`config.mk`:
```
export PLATFORM = sky130hd
export DESIGN_NAME = streaming_source_lexer
export DESIGN_NICKNAME = d
export VERILOG_FILES = /design/src/ssl_pkg.sv /design/src/ssl_scan.sv /design/src/ssl_emit.sv /design/src/streaming_source_lexer.sv
export VERILOG_INCLUDE_DIRS = /design/src /design/src/src
export SDC_FILE = /design/constraint.sdc
export NUM_CORES = 1
export LEC_CHECK = 0
export BUFFER_PORTS_ARGS = -buffer_cell sky130_fd_sc_hd__buf_2
export CAP_MARGIN = 40
export CORE_MARGIN = 4
export CORE_UTILIZATION = 55
export CTS_BUF_LIST = sky130_fd_sc_hd__clkbuf_16
export DETAILED_ROUTE_END_ITERATION = 8
export GPL_TIMING_DRIVEN = 0
export HOLD_SLACK_MARGIN = 0.02
export PLACE_DENSITY = 0.82
export SYNTH_ARGS = -nofsm -noshare
export SYNTH_HDL_FRONTEND = slang
export SYNTH_SLANG_ARGS = --single-unit
```
`constraint.sdc`:
```
create_clock -name clk_i -period 13.5 [get_ports clk_i]
set_input_delay 0.675 -clock clk_i [delete_from_list [all_inputs] [get_ports clk_i]]
set_output_delay 0.675 -clock clk_i [all_outputs]
set_load 0.05 [all_outputs]
```
`src/streaming_source_lexer_macros.svh`:
```
// ----------------------------------------------------------------------------
// Lexer assertion macros
// Assertion macros for the lexer blocks; the token emitter uses them.
// ----------------------------------------------------------------------------
`ifndef STREAMING_SOURCE_LEXER_MACROS_SVH
`define STREAMING_SOURCE_LEXER_MACROS_SVH
`ifndef NO_ASSERTIONS
`define SSL_ASSERT(lbl, clk, rstn, prop, msg) \
  lbl: assert property (@(posedge clk) disable iff (!rstn) prop) else $error(msg);
`define SSL_ASSERT_NEVER(lbl, clk, rstn, cond, msg) \
  lbl: assert property (@(posedge clk) disable iff (!rstn) !(cond)) else $error(msg);
`else
`define SSL_ASSERT(lbl, clk, rstn, prop, msg)
`define SSL_ASSERT_NEVER(lbl, clk, rstn, cond, msg)
`endif
`endif

```
`src/ssl_pkg.sv`:
```
// ----------------------------------------------------------------------------
// Lexer package
// Types, token kinds and character classes shared by the lexer modules.
// ----------------------------------------------------------------------------
package ssl_pkg;

  localparam int unsigned PosBits  = 32;
  localparam int unsigned LineBits = 24;
  localparam int unsigned LenBits  = 16;

  typedef enum logic [3:0] {
    MODE_IDLE, MODE_OP, MODE_NUM, MODE_IDENT, MODE_STR, MODE_LINEC, MODE_BLOCKC
  } mode_e;

  localparam logic [5:0] KNumber   = 6'd13;
  localparam logic [5:0] KIdent    = 6'd14;
  localparam logic [5:0] KStrLit   = 6'd15;
  localparam logic [5:0] KUnclosed = 6'd16;
  localparam logic [5:0] KUnident  = 6'd46;
  localparam logic [5:0] KEof      = 6'd47;

  typedef struct packed {
    logic [5:0]          kind;
    logic [LineBits-1:0] line;
    logic [PosBits-1:0]  start_pos;
    logic [LenBits-1:0]  length;
    logic                last;
  } token_t;

  typedef struct packed {
    logic   two;
    token_t t0;
    token_t t1;
  } pair_t;

  function automatic logic is_digit(logic [7:0] b);
    return b >= 8'h30 && b <= 8'h39;
  endfunction

  function automatic logic is_istart(logic [7:0] b);
    return (b >= 8'h61 && b <= 8'h7a) || (b >= 8'h41 && b <= 8'h5a) || b == 8'h5f;
  endfunction

  function automatic logic is_op(logic [7:0] b);
    return b inside {"+", "-", "*", "%", "^", "!", ">", "=", "<", "/"};
  endfunction

  function automatic logic [5:0] single_op(logic [7:0] b);
    logic [5:0] k;
    case (b)
      "+": k = 6'd27;
      "-": k = 6'd28;
      "*": k = 6'd29;
      "/": k = 6'd30;
      "%": k = 6'd31;
      "^": k = 6'd32;
      "=": k = 6'd33;
      "<": k = 6'd34;
      ">": k = 6'd35;
      "!": k = 6'd36;
      default: k = KUnident;
    endcase
    return k;
  endfunction

  function automatic logic [5:0] assign_op(logic [7:0] b);
    logic [5:0] k;
    case (b)
      "+": k = 6'd37;
      "-": k = 6'd38;
      "*": k = 6'd39;
      "%": k = 6'd40;
      "^": k = 6'd41;
      "!": k = 6'd42;
      ">": k = 6'd43;
      "=": k = 6'd44;
      "<": k = 6'd45;
      default: k = KUnident;
    endcase
    return k;
  endfunction

  function automatic logic [5:0] punct(logic [7:0] b);
    logic [5:0] k;
    case (b)
      "(": k = 6'd17;
      ")": k = 6'd18;
      "[": k = 6'd19;
      "]": k = 6'd20;
      "{": k = 6'd21;
      "}": k = 6'd22;
      ":": k = 6'd23;
      ";": k = 6'd24;
      ",": k = 6'd25;
      ".": k = 6'd26;
      default: k = 6'd0;
    endcase
    return k;
  endfunction

  function automatic logic [5:0] word_kind(logic [47:0] w, logic [LenBits-1:0] n);
    logic [5:0] k;
    k = KIdent;
    case (n)
      LenBits'(2): begin
        if (w[15:0] == "fn") k = 6'd0;
        if (w[15:0] == "if") k = 6'd1;
      end
      LenBits'(3): begin
        if (w[23:0] == "for") k = 6'd3;
        if (w[23:0] == "nth") k = 6'd8;
        if (w[23:0] == "int") k = 6'd9;
      end
      LenBits'(4): begin
        if (w[31:0] == "else") k = 6'd4;
        if (w[31:0] == "list") k = 6'd7;
        if (w[31:0] == "void") k = 6'd12;
      end
      LenBits'(5): begin
        if (w[39:0] == "while") k = 6'd2;
        if (w[39:0] == "float") k = 6'd10;
      end
      LenBits'(6): begin
        if (w == "return") k = 6'd5;
        if (w == "defvar") k = 6'd6;
        if (w == "string") k = 6'd11;
      end
      default: k = KIdent;
    endcase
    return k;
  endfunction

endpackage

```
`src/ssl_scan.sv`:
```
// ----------------------------------------------------------------------------
// Lexer scanner
// Accepts bytes, updates the scan state and produces zero to two tokens.
// ----------------------------------------------------------------------------
module ssl_scan import ssl_pkg::*; (
  input  logic       clk_i,
  input  logic       rst_ni,
  input  logic       in_valid_i,
  output logic       in_ready_o,
  input  logic       op_i,
  input  logic [7:0] ch_i,
  output logic       pair_valid_o,
  input  logic       pair_ready_i,
  output pair_t      pair_o
);

  mode_e               mode_q, mode_d;
  logic [7:0]          pend_q, pend_d, quote_q, quote_d;
  logic                star_q, star_d;
  logic [47:0]         word_q, word_d;
  logic [LenBits-1:0]  len_q, len_d;
  logic [PosBits-1:0]  start_q, start_d, pos_q;
  logic [LineBits-1:0] tline_q, tline_d, cline_q, cline_d;
  logic                ov_q;
  pair_t               pr_q, pr_d;
  token_t              em [2];
  logic [1:0]          n;
  logic                fire;

  assign in_ready_o   = !ov_q || pair_ready_i;
  assign fire         = in_valid_i && in_ready_o;
  assign pair_valid_o = ov_q;
  assign pair_o       = pr_q;

  function automatic logic [LenBits-1:0] inc_len(logic [LenBits-1:0] v);
    return (v == '1) ? v : v + LenBits'(1);
  endfunction

  always_comb begin
    logic [5:0]          ck;
    logic                have;
    logic                do_close, do_fresh;
    logic [LineBits-1:0] cl;
    mode_d = mode_q; pend_d = pend_q; quote_d = quote_q; star_d = star_q;
    word_d = word_q; len_d = len_q; start_d = start_q; tline_d = tline_q;
    cl = cline_q; n = 2'd0; do_close = 1'b0; do_fresh = 1'b0;
    em[0] = '0; em[1] = '0;
    ck = KIdent; have = 1'b0;
    case (mode_q)
      MODE_OP:    begin ck = single_op(pend_q); have = 1'b1; end
      MODE_NUM:   begin ck = KNumber; have = 1'b1; end
      MODE_IDENT: begin
        ck = (len_q > LenBits'(6)) ? KIdent : word_kind(word_q, len_q); have = 1'b1;
      end
      MODE_STR:   begin ck = KUnclosed; have = 1'b1; end
      default:    have = 1'b0;
    endcase
    if (op_i) begin
      if (have) begin
        em[0] = '{ck, tline_q, start_q, len_q, 1'b0}; n = 2'd1;
      end
      em[n[0]] = '{KEof, cline_q, pos_q, '0, 1'b1};
      n = n + 2'd1;
    end else begin
      case (mode_q)
        MODE_OP: begin
          if (ch_i == "=" && pend_q != "/") begin
            em[0] = '{assign_op(pend_q), tline_q, start_q, LenBits'(2), 1'b0};
            n = 2'd1; mode_d = MODE_IDLE;
          end else if (pend_q == "-" && is_digit(ch_i)) begin
            mode_d = MODE_NUM; len_d = inc_len(len_q);
          end else if (pend_q == "/" && ch_i == "/") begin
            mode_d = MODE_LINEC;
          end else if (pend_q == "/" && ch_i == "*") begin
            mode_d = MODE_BLOCKC; star_d = 1'b1;
          end else begin
            do_close = 1'b1; do_fresh = 1'b1;
          end
        end
        MODE_NUM: begin
          if (is_digit(ch_i) || ch_i == "." || ch_i == "-") len_d = inc_len(len_q);
          else begin do_close = 1'b1; do_fresh = 1'b1; end
        end
        MODE_IDENT: begin
          if (is_istart(ch_i) || is_digit(ch_i)) begin
            if (len_q < LenBits'(6)) word_d = {word_q[39:0], ch_i};
            len_d = inc_len(len_q);
          end else begin do_close = 1'b1; do_fresh = 1'b1; end
        end
        MODE_STR: begin
          len_d = inc_len(len_q);
          if (ch_i == quote_q) begin
            em[0] = '{KStrLit, tline_q, start_q, inc_len(len_q), 1'b0};
            n = 2'd1; mode_d = MODE_IDLE;
          end
        end
        MODE_LINEC: begin
          if (ch_i == 8'h0a) begin
            mode_d = MODE_IDLE;
            if (cl != '1) cl = cl + LineBits'(1);
          end
        end
        MODE_BLOCKC: begin
          if (ch_i == 8'h0a && cl != '1) cl = cl + LineBits'(1);
          if (star_q && ch_i == "/") begin
            mode_d = MODE_IDLE; star_d = 1'b0;
          end else star_d = (ch_i == "*");
        end
        default: do_fresh = 1'b1;
      endcase
      if (do_close) begin
        if (have) begin em[0] = '{ck, tline_q, start_q, len_q, 1'b0}; n = 2'd1; end
        mode_d = MODE_IDLE; star_d = 1'b0;
      end
      if (do_fresh) begin
        mode_d = MODE_IDLE;
        if (ch_i == "'" || ch_i == "\"") begin
          mode_d = MODE_STR; quote_d = ch_i;
          start_d = pos_q; tline_d = cl; len_d = LenBits'(1);
        end else if (ch_i == 8'h0a) begin
          if (cl != '1) cl = cl + LineBits'(1);
        end else if (ch_i inside {8'h20, 8'h09, 8'h0b, 8'h0c, 8'h0d}) begin
        end else if (punct(ch_i) != 6'd0) begin
          em[n[0]] = '{punct(ch_i), cl, pos_q, LenBits'(1), 1'b0}; n = n + 2'd1;
        end else if (is_digit(ch_i)) begin
          mode_d = MODE_NUM; start_d = pos_q; tline_d = cl; len_d = LenBits'(1);
        end else if (is_op(ch_i)) begin
          mode_d = MODE_OP; pend_d = ch_i;
          start_d = pos_q; tline_d = cl; len_d = LenBits'(1);
        end else if (is_istart(ch_i)) begin
          mode_d = MODE_IDENT; word_d = {40'd0, ch_i};
          start_d = pos_q; tline_d = cl; len_d = LenBits'(1);
        end else begin
          em[n[0]] = '{KUnident, cl, pos_q, LenBits'(1), 1'b0}; n = n + 2'd1;
        end
      end
      if (n == 2'd1) em[0].last = 1'b1;
      if (n == 2'd2) em[1].last = 1'b1;
    end
    cline_d = cl;
    pr_d = '{(n == 2'd2), em[0], em[1]};
  end

  always_ff @(posedge clk_i or negedge rst_ni) begin
    if (!rst_ni) begin
      mode_q <= MODE_IDLE; pend_q <= '0; quote_q <= '0; star_q <= 1'b0;
      word_q <= '0; len_q <= '0; start_q <= '0; tline_q <= LineBits'(1);
      cline_q <= LineBits'(1); pos_q <= '0; ov_q <= 1'b0;
    end else begin
      if (pair_ready_i) ov_q <= 1'b0;
      if (fire) begin
        if (n != 2'd0) ov_q <= 1'b1;
        if (op_i) begin
          mode_q <= MODE_IDLE; pend_q <= '0; quote_q <= '0; star_q <= 1'b0;
          word_q <= '0; len_q <= '0; start_q <= '0; tline_q <= LineBits'(1);
          cline_q <= LineBits'(1); pos_q <= '0;
        end else begin
          mode_q <= mode_d; pend_q <= pend_d; quote_q <= quote_d; star_q <= star_d;
          word_q <= word_d; len_q <= len_d; start_q <= start_d; tline_q <= tline_d;
          cline_q <= cline_d; pos_q <= pos_q + PosBits'(1);
        end
      end
    end
  end

  always_ff @(posedge clk_i) begin
    if (fire && n != 2'd0) pr_q <= pr_d;
  end

endmodule

```
`src/ssl_emit.sv`:
```
// ----------------------------------------------------------------------------
// Lexer token emitter
// Sends the scanner's token pair one word per cycle while pair_valid_i and out_ready_i are high.
// ----------------------------------------------------------------------------
module ssl_emit import ssl_pkg::*; (
  input  logic                clk_i,
  input  logic                rst_ni,
  input  logic                pair_valid_i,
  output logic                pair_ready_o,
  input  pair_t               pair_i,
  output logic                out_valid_o,
  input  logic                out_ready_i,
  output logic [5:0]          kind_o,
  output logic [LineBits-1:0] line_o,
  output logic [PosBits-1:0]  start_pos_o,
  output logic [LenBits-1:0]  length_o,
  output logic                last_o
);
  `include "streaming_source_lexer_macros.svh"

  logic  sel_q;
  token_t t;

  assign out_valid_o  = pair_valid_i;
  assign t            = sel_q ? pair_i.t1 : pair_i.t0;
  assign pair_ready_o = out_ready_i && (sel_q || !pair_i.two);
  assign kind_o       = t.kind;
  assign line_o       = t.line;
  assign start_pos_o  = t.start_pos;
  assign length_o     = t.length;
  assign last_o       = t.last;

  always_ff @(posedge clk_i or negedge rst_ni) begin
    if (!rst_ni) begin
      sel_q <= 1'b0;
    end else if (pair_valid_i && out_ready_i) begin
      sel_q <= pair_i.two && !sel_q;
    end
  end

  `SSL_ASSERT(a_sel_two, clk_i, rst_ni, sel_q |-> pair_valid_i && pair_i.two, "second slot bad")
  `SSL_ASSERT(a_last, clk_i, rst_ni, pair_ready_o && pair_valid_i |-> last_o, "last missing")
  `SSL_ASSERT_NEVER(a_first, clk_i, rst_ni, pair_valid_i && pair_i.two && !sel_q && last_o, "early last")

endmodule

```
`src/streaming_source_lexer.sv`:
```
// Output: each token is held in the scanner's pair register before it leaves.
// Throughput: one byte per cycle unless output is held; a two-token byte holds input.
// Reset: asynchronous active low; line restarts at one and position at zero.
// ----------------------------------------------------------------------------
// Streaming source lexer
// Turns a byte stream into tokens with kind, line, offset and length.
// ----------------------------------------------------------------------------
module streaming_source_lexer import ssl_pkg::*; (
  input  logic                clk_i,
  input  logic                rst_ni,
  input  logic                in_valid_i,
  output logic                in_ready_o,
  input  logic                op_i,
  input  logic [7:0]          ch_i,
  output logic                out_valid_o,
  input  logic                out_ready_i,
  output logic [5:0]          kind_o,
  output logic [LineBits-1:0] line_o,
  output logic [PosBits-1:0]  start_pos_o,
  output logic [LenBits-1:0]  length_o,
  output logic                last_o
);

  logic  pv, pr;
  pair_t p;

  ssl_scan u_scan (
    .clk_i, .rst_ni, .in_valid_i, .in_ready_o, .op_i, .ch_i,
    .pair_valid_o(pv), .pair_ready_i(pr), .pair_o(p)
  );

  ssl_emit u_emit (
    .clk_i, .rst_ni, .pair_valid_i(pv), .pair_ready_o(pr), .pair_i(p),
    .out_valid_o, .out_ready_i, .kind_o, .line_o, .start_pos_o, .length_o, .last_o
  );

endmodule
```
==> key figures, run 1 <==
Logic synthesis
  – FFs w/ async S/R, synth: 57.9%
  – Synth warnings: 0
  – Synthesized net count: 2103
  – Post-synthesis average cell area: 9.42 um2
  – Syn Inst Count: 2082
  – Seq cells post-synth: 342
  – Netlist cell types: 88
  – Post-synth top area share: 25.0%
  – Synth area leader: dfrtp_1
  – EDFF count, synth: 144
  – Sequential share of the synthesized area: 47.3%
  – Synth Flop Type: dfrtp_1
  – Top cells by area, synth: dfrtp_1, edfxtp_1, nand2_1
  – Mapped Area: 19600 um2

STA
  – Slew at the pin with the worst max-slew slack: 0.945 ns
  – F_max: 176 MHz
  – Final TNS setup: 0 ns
  – Tightest hold margin: 0.210 ns
  – Tmin final: 5.68 ns
  – Normalized max-slew margin: 37.0%
  – Max Slew Vio Count: 0
  – Setup violators final: 0
  – RSZ-0062 raised after global routing: false
  – Hold Vio Cnt, Final: 0
  – Crit share post-route: 42.1%
  – Max Clock Skew: 0.0206 ns

Final layout
  – # diodes: 0
  – Share of cells above drive strength 1: 11.9%
  – Area grow syn2layout: 12.4%
  – Layout Nets: 2246
  – Most common cell after layout, fill and taps aside: nand2_1
  – Most frequent cells in the layout: nand2_1, dfrtp_1, edfxtp_1

Floorplanning
  – Die width: 197 um
  – Row count: 68
  – Core area: 34900 um2
  – Vert. Die Dim: 197 um
  – Die Footprint: 38700 um2
  – Initial Util: 56.2%
  – Ports: 94

Clock tree
  – Root Driver: clkbuf_16
  – # hold bufs at CTS: 0
  – CTS Sinks: 342
  – Clk_lat worst skew: 0.55 ns
  – Num CTS Buffers: 37
  – Post-CTS Setup Inserts: 0
  – Clock tree buffer depth: 3
  – Clk slew on worst S/H paths: 0.06 ns
  – Cts repair resizes: 0
  – CTS H-Tree Depth: 2
  – CTS tree: done

Worst setup path
  – CP peak stage delay: 0.55 ns
  – Crit path arrival time: 5.92 ns
  – Critical Path Start Type: primary input
  – Flop2flop setup slack: 8.04 ns
  – CP cell instances: buf_2 -> clkbuf_1 -> nor4bb_1 -> clkbuf_1 -> nand2_1 -> o2111ai_1 -> o221ai_1 -> nand2b_1 -> clkbuf_1 -> clkbuf_1 -> ha_1 -> nor2_1 -> o31ai_1 -> nor3_1 -> nor2_4 -> buf_12 -> buf_12 -> buf_12
  – CP most frequent cell: clkbuf_1
  – Crit Path Class: in2reg
  – Required @ worst endpoint: 13.74 ns
  – Crit-path slowest cell: nor4bb_1
  – Crit. End Element: flip-flop
  – CP max FO: 33

Drt
  – Final ANT Viol Nets: 0
  – DRC errors left: 0
  – Vias: 17950
  – Avg WL per Cell: 23.3 um
  – Final WL: 63.2 mm
  – Iteration-0 DRC count of the detailed router: 2240
  – Vias per cell: 6.63
  – Drt pass-1 iters: 8

Hold path
  – Worst hold-check path type: in2async

Run
  – Max Cap Viol: 0

Power and ir drop
  – VDD IR max: 178 uV
  – Pwr dens: 192 nW/um2
  – Pleak: 8.38 nW

GRT
  – First-pass GRT wire length: 98.6 mm
  – Global route total overflow: 0
  – GRT Util Overall: 31.9%
  – Vias in the first global route: 17024
  – Largest net degree at the start of global routing: 105
  – Initial antenna violation count: 0

Placed design
  – DP HPWL: 45.0 mm
  – I/O Buffers: 90
  – Final GP Congestion: 0.991

Status
  – Status: finished clean
## path summary, 6_finish.rpt
path                                                    start                            end  depth (start not counted)
worst max register to register   u_scan.pend_q[2]$_DFFE_PN0P_    u_scan.pair_o[95]$_DFFE_PP_                         16
worst min register to register  u_scan.quote_q[1]$_DFFE_PN0P_  u_scan.quote_q[1]$_DFFE_PN0P_                          2
worst max-delay path                                  ch_i[6]    u_scan.pair_o[95]$_DFFE_PP_                         18
worst min-delay path                                   rst_ni  u_scan.quote_q[4]$_DFFE_PN0P_                          1
max in group asynchronous                              rst_ni  u_scan.tline_q[0]$_DFFE_PN1P_                          2
min in group clk_i                                out_ready_i       u_emit.sel_q$_DFFE_PN0P_                          3
## cell usage after synthesis (54+ instances only)
library cell and n:
nand2_1 301, a31oi_1 68, a22o_1 81, a21oi_1 63, clkbuf_1 142, mux2_2 66
dfrtp_1 196, o21ai_0 136, nor2_1 121, a221oi_1 55, and2_1 57, edfxtp_1 144
nand3_1 54
## final cells by class
class | instances | area, um2
timing repair buffer | 104 | 672
inverter | 44 | 165
fill | 2891 | 12800
clock buffer | 38 | 951
buffer | 176 | 697
multi-input combinational | 1520 | 9480
tap | 455 | 569
sequential | 342 | 9280
clock inverter | 29 | 231
## worst max-delay path, delay by kind of cell
family | cells | cell delay [ns]
adders and majority gates | 1 | 0.38
and+or+nand+nor | 6 | 1.62
AOI/OAI and AO/OA | 3 | 1.14
buffers and inverters | 8 | 2.06
## metrics by stage
| step | util (%) | area (um2) | std cells | setup slack, ns | total power, mW |
|---|---|---|---|---|---|
| finish | 63.2 | 22000 | 2708 | 7.82 | 4.24 |
| global route | 63.2 | 22000 | 2708 | 7.61 | 4.41 |
| CTS | 63.2 | 22000 | 2708 | 8.01 | 4.21 |
| detailed placement | 59.8 | 20900 | 2641 | 7.49 | 3.21 |
| global placement | 59.1 | 20600 | 2627 | 0.245 | 3.18 |
| floorplan | - | 19600 | 2082 | 3.39 | 2.64 |
## power breakdown
group	total (mW)	internal [mW]	leakage [nW]	switching (mW)
registers	1.38	1.29	4.09	0.0870
logic	1.86	0.450	3.67	1.41
clock network	1.00	0.585	0.620	0.415
total	4.24	2.33	8.38	1.91
## sequential cells by signal (all words and copies together) (netlist names)
| name | flops |
|---|---|
| u_scan.pos_q | 32 |
| u_scan.pend_q | 8 |
| u_scan.pair_valid_o | 1 |
| u_scan.pair_o | 144 |
| u_scan.tline_q | 24 |
| u_scan.cline_q | 24 |
| u_scan.star_q | 1 |
| u_scan.mode_q | 3 |
| u_scan.start_q | 32 |
| u_emit.sel_q | 1 |
| u_scan.quote_q | 8 |
| u_scan.len_q | 16 |
| u_scan.word_q | 48 |
## kinds of logic (layout without fill, tap and decap cells)
group | count (synthesis) | in the layout | share of synthesized area (%)
xor+xnor | 68 | 68 | 3.04
buf+inv | 220 | 391 | 4.40
flops | 342 | 342 | 47.3
simple gates | 827 | 827 | 21.4
fa+ha+maj | 8 | 8 | 0.510
mux | 74 | 74 | 4.20
compound gates | 543 | 543 | 19.2
## routing by layer
layer	routed length [um]	GRT usage, %
met1	26700	46.5
met2	28400	49.1
met3	6290	5.95
met4	1730	9.27
met5	0	0
Note: power is estimated with default switching activity, not from simulation.
==> run 2: changes to the inputs <==
- ABC_AREA: not set -> 1
- PLACE_DENSITY: 0.82 -> 0.84
- clock period: 13.5 -> 4.7 ns (I/O delays scaled with it)
==> run 2 against run 1 <==
  * Count of clock-buffer cells in the layout rose by 2
  * Area after synthesis rose by 8.6%
  * Sequential cell count did not move
  * Wire length rose by 11%
  * Worst setup slack got worse by 7.5 ns
  * Largest cell class unchanged
  * Highest routed layer is now met5
==> key figures, run 2 <==
Hold path
  – Worst hold-check path type: in2reg
  – Worst hold path depth: 3
  – Hold Crit Start: ch_i[5]
  – Hold Crit Endpoint: u_scan.pend_q[5]$_DFFE_PN0P_

Clock tree
  – Clock tree buffer depth: 3 (unchanged)
  – Clk slew on worst S/H paths: 0.06 ns (about the same)
  – CTS H-Tree Depth: 2 (unchanged)
  – Clk_lat worst skew: 0.57 ns (+0.02 ns)
  – Num CTS Buffers: 39 (+5.4%)
  – CTS Sinks: 342 (unchanged)
  – CTS tree: done
  – Root Driver: clkbuf_16

Logic synthesis
  – Post-Synth Simple-Gate Area: 28.7% (+7.3 points)
  – Synth warnings: 0 (unchanged)
  – Largest family of logic cells by synthesized area: simple AND/OR/NAND/NOR gates
  – Synth Flop Type: dfrtp_1
  – Most instantiated cells after synthesis: nand2_1, inv_1, nor2_1, o21ai_0, dfrtp_1
  – FFs w/ async S/R, synth: 57.9% (unchanged)
  – Top cells by area, synth: dfrtp_1, edfxtp_1, nand2_1
  – Post-synthesis average cell area: 7.40 um2 (-21%)
  – Sequential share of the synthesized area: 43.6% (-3.7 points)
  – Seq cells post-synth: 342 (unchanged)
  – Compound-gate portion of the synthesized area: 17.0% (-2.2 points)
  – Mux contribution to synthesized area: 0% (-4.2 points)
  – Netlist cell types: 55 (-38%)
  – Post-synth top area share: 23.0% (-2.0 points)
  – Adder-Cell Fraction of Synth Area: 0.470% (-0.040 points)
  – Synthesized net count: 2898 (+38%)
  – EDFF count, synth: 144 (unchanged)
  – Xor/xnor cell area share of the yosys netlist: 1.02% (-2.0 points)
  – Most frequent cell after synthesis: nand2_1
  – Synth area leader: dfrtp_1
  – Syn Inst Count: 2877 (+38%)
  – Mapped Area: 21300 um2 (+8.6%)

Worst setup path
  – Crit path arrival time: 4.58 ns (-1.34 ns)
  – Reg2reg start: u_emit.sel_q$_DFFE_PN0P_
  – Crit Path Class: reg2reg
  – CP max FO: 42 (+27%)
  – R2R cell count: 14 (-2)
  – Critical Path Start Type: flip-flop
  – Flop2flop setup slack: 0.37 ns (-7.67 ns)
  – Required @ worst endpoint: 4.95 ns (-8.79 ns)
  – Crit. End Element: flip-flop
  – Worst R2R End: u_scan.pair_o[59]$_DFFE_PP_

Power and ir drop
  – Pleak: 9.93 nW (+19%)
  – Switching pwr: 7.69 mW (+300%)
  – Sw Share: 49.9% (+4.8 points)
  – Combinational power share: 50.8% (+7.0 points)
  – Clk pwr share: 20.2% (-3.4 points)
  – VDD IR max: 341 uV (+92%)
  – Reg power frac: 29.1% (-3.4 points)
  – P_int: 7.73 mW (+230%)
  – Pwr dens: 646 nW/um2 (+240%)

Final layout
  – Area grow syn2layout: 12.1%
  – Most frequent cells in the layout: nand2_1, inv_1, nor2_1
  – Share of cells above drive strength 1: 9.64% (-2.3 points)
  – Layout Nets: 3039 (+35%)
  – Area of the multi-input gates: 10100 um2 (+6.2%)
  – Max reg flops: 144 (unchanged)
  – Most common cell after layout, fill and taps aside: nand2_1
  – # fillers: 3357 (+16%)
  – Design area: 23900 um2 (+8.3%)
  – # diodes: 0 (unchanged)
  – Final design utilization: 62.9% (-0.25 points)
  – Seq. cell area: 9280 um2 (unchanged)

Floorplanning
  – Die Footprint: 41900 um2 (+8.2%)
  – Ports: 94 (unchanged)
  – Core area: 37900 um2 (+8.7%)
  – Initial Util: 56.1% (-0.096 points)
  – Die width: 205 um (+4.0%)
  – Row count: 71 (+4.4%)
  – Vert. Die Dim: 205 um (+4.0%)

STA
  – Max Slew Vio Count: 0 (unchanged)
  – Hold Vio Cnt, Final: 0 (unchanged)
  – F_max: 231 MHz
  – RSZ-0062 raised after global routing: false
  – Tightest hold margin: 0.0438 ns (-0.166 ns)
  – Max Clock Skew: 0.0266 ns (+0.00601 ns)
  – Setup violators final: 0 (unchanged)
  – Final TNS setup: 0 ns (unchanged)
  – Final Worst Setup Slack: 0.365 ns (-7.46 ns)
  – Tmin final: 4.33 ns
  – Slew at the pin with the worst max-slew slack: 0.972 ns (+0.0267 ns)
  – Normalized max-slew margin: 34.7% (-2.3 points)
  – Crit share post-route: 92.2%

GRT
  – Routing usage on met2: 50.8% (+1.7 points)
  – GR Util met3: 5.98% (+0.035 points)
  – Vias in the first global route: 20068 (+18%)
  – GRT Util Overall: 32.6% (+0.72 points)
  – First-pass GRT wire length: 109 mm (+11%)
  – Largest net degree at the start of global routing: 81 (-23%)
  – Initial antenna violation count: 1 (+1)
  – Global route total overflow: 0 (unchanged)
  – Met1 usage: 46.2% (-0.27 points)
  – Busiest grt layer: met2

Placed design
  – I/O Buffers: 90 (unchanged)
  – Post-DP Area: 22600 um2 (+8.1%)
  – Final GP Congestion: 0.999 (+0.85%)
  – DP HPWL: 52.4 mm (+17%)
  – Pre-CTS WS: 0.0945 ns (-7.39 ns)

Run
  – Max Cap Viol: 0 (unchanged)

Drt
  – Vias: 21638 (+21%)
  – Vias per cell: 6.08 (-8.3%)
  – Avg WL per Cell: 19.8 um (-15%)
  – Iteration-0 DRC count of the detailed router: 2773 (+24%)
  – Final ANT Viol Nets: 0 (unchanged)
  – Final WL: 70.3 mm (+11%)
  – Drt pass-1 iters: 6 (-2)
  – DRC errors left: 0 (unchanged)

Status
  – Status: finished clean
## run 2: changes by cell type after synthesis, sizes merged, moves of 78 or more
cell | before | now
nand2 | 301 | 697
inv | 44 | 365
nor2 | 121 | 342
nand3 | 55 | 182
o22ai | 16 | 138
o21ai | 140 | 245
a22o | 81 | 0
a21oi | 64 | 142
## run 2: power by group through the flow
stage	registers [mW]	clock network [mW]	logic, mW
detailed placement	4.52	0	7.61
global placement	4.55	0	7.38
floorplan	4.48	0	5.32
global route	4.56	3.24	8.34
CTS	4.47	3.12	7.64
finish	4.49	3.11	7.83
## run 2: worst max-delay path, stage by stage, from the launching register on
cell and delay (ns):
dfrtp_1 0.33, buf_4 0.24, inv_2 0.06, nand2_1 0.07, nand2_1 0.06, nand2_2 0.10
nand2_2 0.14, clkbuf_1 0.36, inv_1 0.18, clkbuf_1 0.63, buf_1 0.65, nand2_2 0.21
clkinvlp_4 0.35, buf_12 0.27, buf_12 0.27
## run 2: routing by layer
metal,up-vias,wire (um)
met5,-,20
met4,2,2630
met3,192,7000
met2,1264,31300
met1,10116,29400
li1,10064,-
## run 2: cells by family (layout without fill, tap and decap cells)
kind of cell             Yosys count  after routing
AO/OA/AOI/OAI                    622            622
buffers and inverters            500            672
XOR/XNOR                          24             24
flip-flops                       342            342
AND/OR/NAND/NOR                 1381           1381
adder cells (fa/ha/maj)            8              8
## run 2: how the worst max path moves through the flow
stage | startpoint | to | slack, ns
final | u_emit.sel_q$_DFFE_PN0P_ | u_scan.pair_o[59]$_DFFE_PP_ | 0.37
after global routing | u_scan.quote_q[2]$_DFFE_PN0P_ | u_scan.pair_o[121]$_DFFE_PP_ | 0.20
after CTS | u_scan.quote_q[2]$_DFFE_PN0P_ | u_scan.pair_o[43]$_DFFE_PP_ | 0.13
after detailed placement | ch_i[3] | u_scan.pair_o[41]$_DFFE_PP_ | 0.09
after global placement | ch_i[3] | u_scan.pair_o[57]$_DFFE_PP_ | -1.69
after floorplan | ch_i[3] | u_scan.pair_o[0]$_DFFE_PP_ | 0.009
## run 2: repair_timing
action | 4_1_cts | 5_1_grt
hold buffers | 2 | 0
endpoints found under the hold margin | 53 | 0
setup buffers | 0 | 0
setup endpoints to repair | 0 | 122
gates resized for setup | 0 | 1
## run 2: final cells by class
type	count	share of cell area, %
plain buffers	133	2.47
clock buffers	40	4.19
clock inverters	32	1.21
inverters	367	5.82
multi-input cells	2035	42.1
flip-flops and latches	342	38.9
well taps	511	2.68
repair buffers	99	2.59
repair inverters	1	0.0210
## run 2: per-stage QoR
stage	power, mW	instances
floorplan	9.80	2877
global placement	11.9	3478
detailed placement	12.1	3485
CTS	15.2	3559
global route	16.1	3560
finish	15.4	3560
